===== config.mk =====
export PLATFORM = sky130hd
export DESIGN_NAME = lzwc_ctrl
export DESIGN_NICKNAME = d
export VERILOG_FILES = /design/src/rtl/core/lzwc_pkg.sv /design/src/rtl/core/lzwc_ctrl.sv
export SDC_FILE = /design/constraint.sdc
export NUM_CORES = 1
export LEC_CHECK = 0
export BUFFER_PORTS_ARGS = -buffer_cell sky130_fd_sc_hd__buf_2
export CORE_AREA = 8 8 57 59
export DETAILED_ROUTE_END_ITERATION = 10
export DIE_AREA = 0 0 65 67
export GPL_ROUTABILITY_DRIVEN = 0
export PLACE_DENSITY_LB_ADDON = 0.3
export SLEW_MARGIN = 20
export SYNTH_ARGS = -nofsm -noshare
export SYNTH_HDL_FRONTEND = slang
export SYNTH_SLANG_ARGS = --single-unit

===== constraint.sdc =====
create_clock -name clk -period 1.72 [get_ports clk]
set_input_delay 0.344 -clock clk [delete_from_list [all_inputs] [get_ports clk]]
set_output_delay 0.344 -clock clk [all_outputs]
set_load 0.01 [all_outputs]

===== src/rtl/core/lzwc_pkg.sv =====
// Package with the command and status bundles shared by the LZW controller and datapath.
`timescale 1ns / 1ps

package lzwc_pkg;

  // End-of-stream code and first dictionary code
  localparam int END_CODE   = 256;
  localparam int FIRST_FREE = 257;

  // Commands from the controller to the datapath
  typedef struct packed {
    logic accept;      // input transaction taken
    logic hash_sub;    // one reduction step of the hash
    logic probe_start; // hash done, set index and step
    logic mem_read;    // read dictionary at probe index
    logic probe_next;  // advance to next probe slot
    logic hit;         // string grows to found code
    logic miss;        // emit current string, restart from byte
    logic miss_write;  // add new entry at probe index
    logic load_cur;    // load current string code into packer
    logic load_end;    // load end code into packer
    logic emit;        // move one packed byte to output register
    logic emit_last;   // run_last flag for emitted byte
    logic emit_end;    // stream_end flag for emitted byte
    logic flush;       // emit partial byte
    logic clr_start;   // start dictionary clearing pass
    logic clr_step;    // clear one dictionary entry
  } cmd_t;

  // Status from the datapath to the controller
  typedef struct packed {
    logic have;
    logic hash_ge;
    logic entry_valid;
    logic entry_match;
    logic tries_last;
    logic room;
    logic cnt_ge8;
    logic cnt_lt16;
    logic cnt_eq8;
    logic cnt_nz;
    logic out_free;
    logic clr_done;
  } status_t;

endpackage


===== src/rtl/core/lzwc_ctrl.sv =====
// Controller state machine for the LZW compressor.
`timescale 1ns / 1ps

module lzwc_ctrl (
  input  logic             clk,
  input  logic             rst,
  input  logic             in_valid,
  input  logic             in_last,
  output logic             in_ready,
  input  lzwc_pkg::status_t sts,
  output lzwc_pkg::cmd_t   cmd
);

  localparam logic [3:0] ST_CLEAR = 4'd0;
  localparam logic [3:0] ST_IDLE  = 4'd1;
  localparam logic [3:0] ST_HASH  = 4'd2;
  localparam logic [3:0] ST_READ  = 4'd3;
  localparam logic [3:0] ST_CMP   = 4'd4;
  localparam logic [3:0] ST_EMIT  = 4'd5;
  localparam logic [3:0] ST_LOADC = 4'd6;
  localparam logic [3:0] ST_LOADE = 4'd7;
  localparam logic [3:0] ST_FLUSH = 4'd8;

  localparam logic [1:0] PH_MISS = 2'd0;
  localparam logic [1:0] PH_CUR  = 2'd1;
  localparam logic [1:0] PH_END  = 2'd2;

  logic [3:0] state, state_next;
  logic [1:0] phase, phase_next;
  logic       last, last_next;

  assign in_ready = (state == ST_IDLE);

  // Next state and command decode
  always_comb begin
    state_next = state;
    phase_next = phase;
    last_next  = last;
    cmd        = '0;
    case (state)
      ST_CLEAR: begin
        cmd.clr_step = 1'b1;
        if (sts.clr_done) state_next = ST_IDLE;
      end
      ST_IDLE: begin
        if (in_valid) begin
          cmd.accept = 1'b1;
          last_next  = in_last;
          if (sts.have) state_next = ST_HASH;
          else if (in_last) state_next = ST_LOADC;
        end
      end
      ST_HASH: begin
        if (sts.hash_ge) cmd.hash_sub = 1'b1;
        else begin
          cmd.probe_start = 1'b1;
          state_next      = ST_READ;
        end
      end
      ST_READ: begin
        cmd.mem_read = 1'b1;
        state_next   = ST_CMP;
      end
      ST_CMP: begin
        if (!sts.entry_valid) begin
          cmd.miss       = 1'b1;
          cmd.load_cur   = 1'b1;
          cmd.miss_write = sts.room;
          phase_next     = PH_MISS;
          state_next     = ST_EMIT;
        end else if (sts.entry_match) begin
          cmd.hit    = 1'b1;
          state_next = last ? ST_LOADC : ST_IDLE;
        end else if (sts.tries_last) begin
          cmd.miss     = 1'b1;
          cmd.load_cur = 1'b1;
          phase_next   = PH_MISS;
          state_next   = ST_EMIT;
        end else begin
          cmd.probe_next = 1'b1;
          state_next     = ST_READ;
        end
      end
      ST_LOADC: begin
        cmd.load_cur = 1'b1;
        phase_next   = PH_CUR;
        state_next   = ST_EMIT;
      end
      ST_LOADE: begin
        cmd.load_end = 1'b1;
        phase_next   = PH_END;
        state_next   = ST_EMIT;
      end
      ST_EMIT: begin
        if (sts.cnt_ge8) begin
          if (sts.out_free) begin
            cmd.emit = 1'b1;
            case (phase)
              PH_MISS: cmd.emit_last = !last && sts.cnt_lt16;
              PH_END: begin
                cmd.emit_last = sts.cnt_eq8;
                cmd.emit_end  = sts.cnt_eq8;
              end
              default: cmd.emit_last = 1'b0;
            endcase
          end
        end else begin
          case (phase)
            PH_MISS: state_next = last ? ST_LOADC : ST_IDLE;
            PH_CUR:  state_next = ST_LOADE;
            default: begin
              if (sts.cnt_nz) state_next = ST_FLUSH;
              else begin
                cmd.clr_start = 1'b1;
                state_next    = ST_CLEAR;
              end
            end
          endcase
        end
      end
      ST_FLUSH: begin
        if (sts.out_free) begin
          cmd.flush     = 1'b1;
          cmd.clr_start = 1'b1;
          state_next    = ST_CLEAR;
        end
      end
      default: state_next = ST_CLEAR;
    endcase
  end

  // State registers
  always_ff @(posedge clk) begin
    if (rst) begin
      state <= ST_CLEAR;
      phase <= PH_MISS;
      last  <= 1'b0;
    end else begin
      state <= state_next;
      phase <= phase_next;
      last  <= last_next;
    end
  end

endmodule


==> results.yml <==
sta:
  post-route-period-util_pct: 113
  clock_skew_ns: 0.00252
  holdWs_ns: 0.351
  fin_crit_ns: 1.94
  slew_violations: 0
  fmax_mhz: 517
  rsz0062_at_grt: "true"
  worst_pin_slew_ns: 0.382
  setup_viol: 10
  maxSlewHeadroom_pct: 73.9
  worst_slack_ns: -0.215
  hold_viol_final: 0
drt:
  viasPerCell: 4.99
  first_pass_iters: 4
  top_layer: "met4"
  wl_met1_microns: 1080
  drc: 0
  wl_per_cell_microns: 13.8
  detailroute.via_count: 863
  wl_met3_microns: 190
  ant_nets: 0
  route.met2.wl_microns: 1070
  drt_iter0_drc: 14
  routed_wl_microns: 2390
place:
  dpl_worst_slack_ns: -0.0236
  hpwl_microns: 1710
  port_buffers: 32
  place_area_sq_um: 893
synth:
  synth_edf_count: 0
  synth.net_count: 113
  syn_area_sq_um: 666
  async_flop_share_pct: 0
  yosysWarningCount: 0
  postSynthCellCount: 97
  synth_cell_type_count: 35
  yosys_most_used_dff: "dfxtp_1"
  synth-seq-area-share_pct: 21.1
  syn-mean-instance-area_sq_um: 6.86
  synth-seq-cells: 7
status:
  failed_checks: "negative setup slack"
  status: "complete, but fails checks"
global_route:
  overflow: 0
  grt_pass1_vias: 899
  grt_pass1_wl_microns: 4040
  grt_usage_pct: 11.7
  grt_max_degree: 16
  antenna_found_initial: 0
layout:
  ff_latch_area_sq_um: 140
  most-common-layout-cells: "buf_2, buf_4, nand2_1"
  multi_input_area_sq_um: 561
  area_delta_synth_final_pct: 64.1
  n_antenna_cell: 0
  drive_gt1_share_pct: 50.3
  layout.nets: 160
  fillCellCount: 243
  layout_commonest_cell: "buf_2"
  fin_area_sq_um: 1090
pwr:
  power.leakage_nw: 0.500
  p_sw_share_pct: 42.9
  internal_power_w: 0.000657
  clkPwrFrac_pct: 13.1
  switching_power_w: 0.000494
  p_seq_share_pct: 19.0
  pwr-share-comb_pct: 67.8
  max-vdd-ir-drop_mv: 0.511
  p_per_area_nw_per_um2: 1050
clocking:
  numCtsBuffers: 3
  numClockSinks: 7
  clk_latency_ns: 0.25
  clk_pin_slew_ns: 0.05
  root_buffer: "clkbuf_4"
  cts_buffer_depth: 2
  htree_num_levels: 1
  ctsHoldBuffers: 0
  cts_tree: "done"
worst_setup_path:
  cp.required_ns: 1.38
  cp_slowest_cell: "or4b_4"
  start_kind: "flip-flop"
  r2r_slack_ns: -0.10
  worstPathCellList: "or4b_4 > or2_4 > nor3_2 > buf_2"
  max_stage_delay_ns: 0.54
  critPathKind: "flip-flop to primary output"
  end_kind: "primary output"
  crit_fanout: 3
  cp.arrival_ns: 1.59
floorplan:
  die_y_microns: 67
  die-width_microns: 65
  core-area_sq_um: 2360
  die_area_sq_um: 4360
  start_util_pct: 28.1
  rows: 18
  pin_count: 33
run:
  max_cap_violations: 0
worst_hold_path:
  hp-class: "input port to flip-flop"
-- per-layer routing --
| metal | vias up | global-route usage, % |
|---|---|---|
| met4 | 0 | 7.08 |
| li1 | 440 | - |
| met5 | - | 0 |
| met1 | 384 | 13.5 |
| met2 | 34 | 17.9 |
| met3 | 5 | 4.36 |
-- worst max-delay path: cells and delay by family (launching register included) --
kind / cells / cell delay (ns)
AND/OR/NAND/NOR: 3 / 0.88
flip-flops: 1 / 0.31
buffers and inverters: 1 / 0.15
-- timing repair --
| action | in CTS | in global routing |
|---|---|---|
| endpoints found under the hold margin | 0 | 0 |
| gates cloned | 0 | 0 |
| setup endpoints to repair | 13 | 20 |
| pin swaps | 7 | 2 |
| setup buffers | 7 | 1 |
| resized for setup | 15 | 7 |
-- power by group through the flow --
stage	clock (W)	combinational (W)	sequential [W]
after floorplan	0	0.000412	0.000225
after global placement	0	0.000614	0.000216
after detailed placement	0	0.000617	0.000219
after CTS	0.000159	0.000725	0.000217
after global routing	0.000168	0.000857	0.000223
final	0.000151	0.000781	0.000219
-- stage by stage --
step	power, W	setup TNS [ns]	utilization [%]	cells
3_3_place_gp	0.000830	0	37.8	161
2_1_floorplan	0.000637	0	-	97
4_1_cts	0.00110	-1.45	44.0	172
5_1_grt	0.00125	-2.50	46.2	173
6_report	0.00115	-1.44	46.2	173
3_5_place_dp	0.000836	-0.0393	37.8	161
-- cell type report --
cell class / count / area share, %
multi-input cells: 76 / 51.3
clock buffers: 4 / 2.41
repair buffers: 48 / 27.3
flip-flops and latches: 7 / 12.8
well taps: 30 / 3.44
inverters: 8 / 2.75
-- synth_stat cells (2+ instances only) --
library cell  number  area, sq um
a211o_1            2         17.5
a211oi_1           3         22.5
a21oi_1            7         35.0
and3_1             2         12.5
buf_2              4         20.0
buf_4              2         15.0
dfxtp_1            7          140
inv_1              8         30.0
mux2i_1            2         20.0
nand2_1           11         41.3
nand2b_1           3         18.8
nand3_1            2         10.0
nor2_1            10         37.5
nor2b_1            4         25.0
nor3_1             4         20.0
nor3b_1            2         15.0
nor4_1             2         12.5
o21ai_0            2         10.0
or2_2              3         18.8
or3_1              2         12.5
-- logic make-up after synthesis --
kind of cell           count (synthesis)  share of synthesized area, %
flip-flops                             7                          21.1
buffers and inverters                 14                          9.77
AND/OR/NAND/NOR                       52                          43.4
AO/OA/AOI/OAI                         22                          22.7
multiplexers                           2                          3.01
-- registers in the layout, indices dropped and copies added, names as in the netlist --
register,cells
phase,2
last,1
state,4
-- path summary, 6_finish.rpt --
path | start | endpoint | depth (start not counted)
worst max-delay path | state[1] | cmd[11] | 4
worst min-delay path | in_last | last | 3
worst max register to register | state[1] | state[2] | 7
worst min register to register | phase[0] | phase[0] | 2
Note: power is estimated with default switching activity, not from simulation.
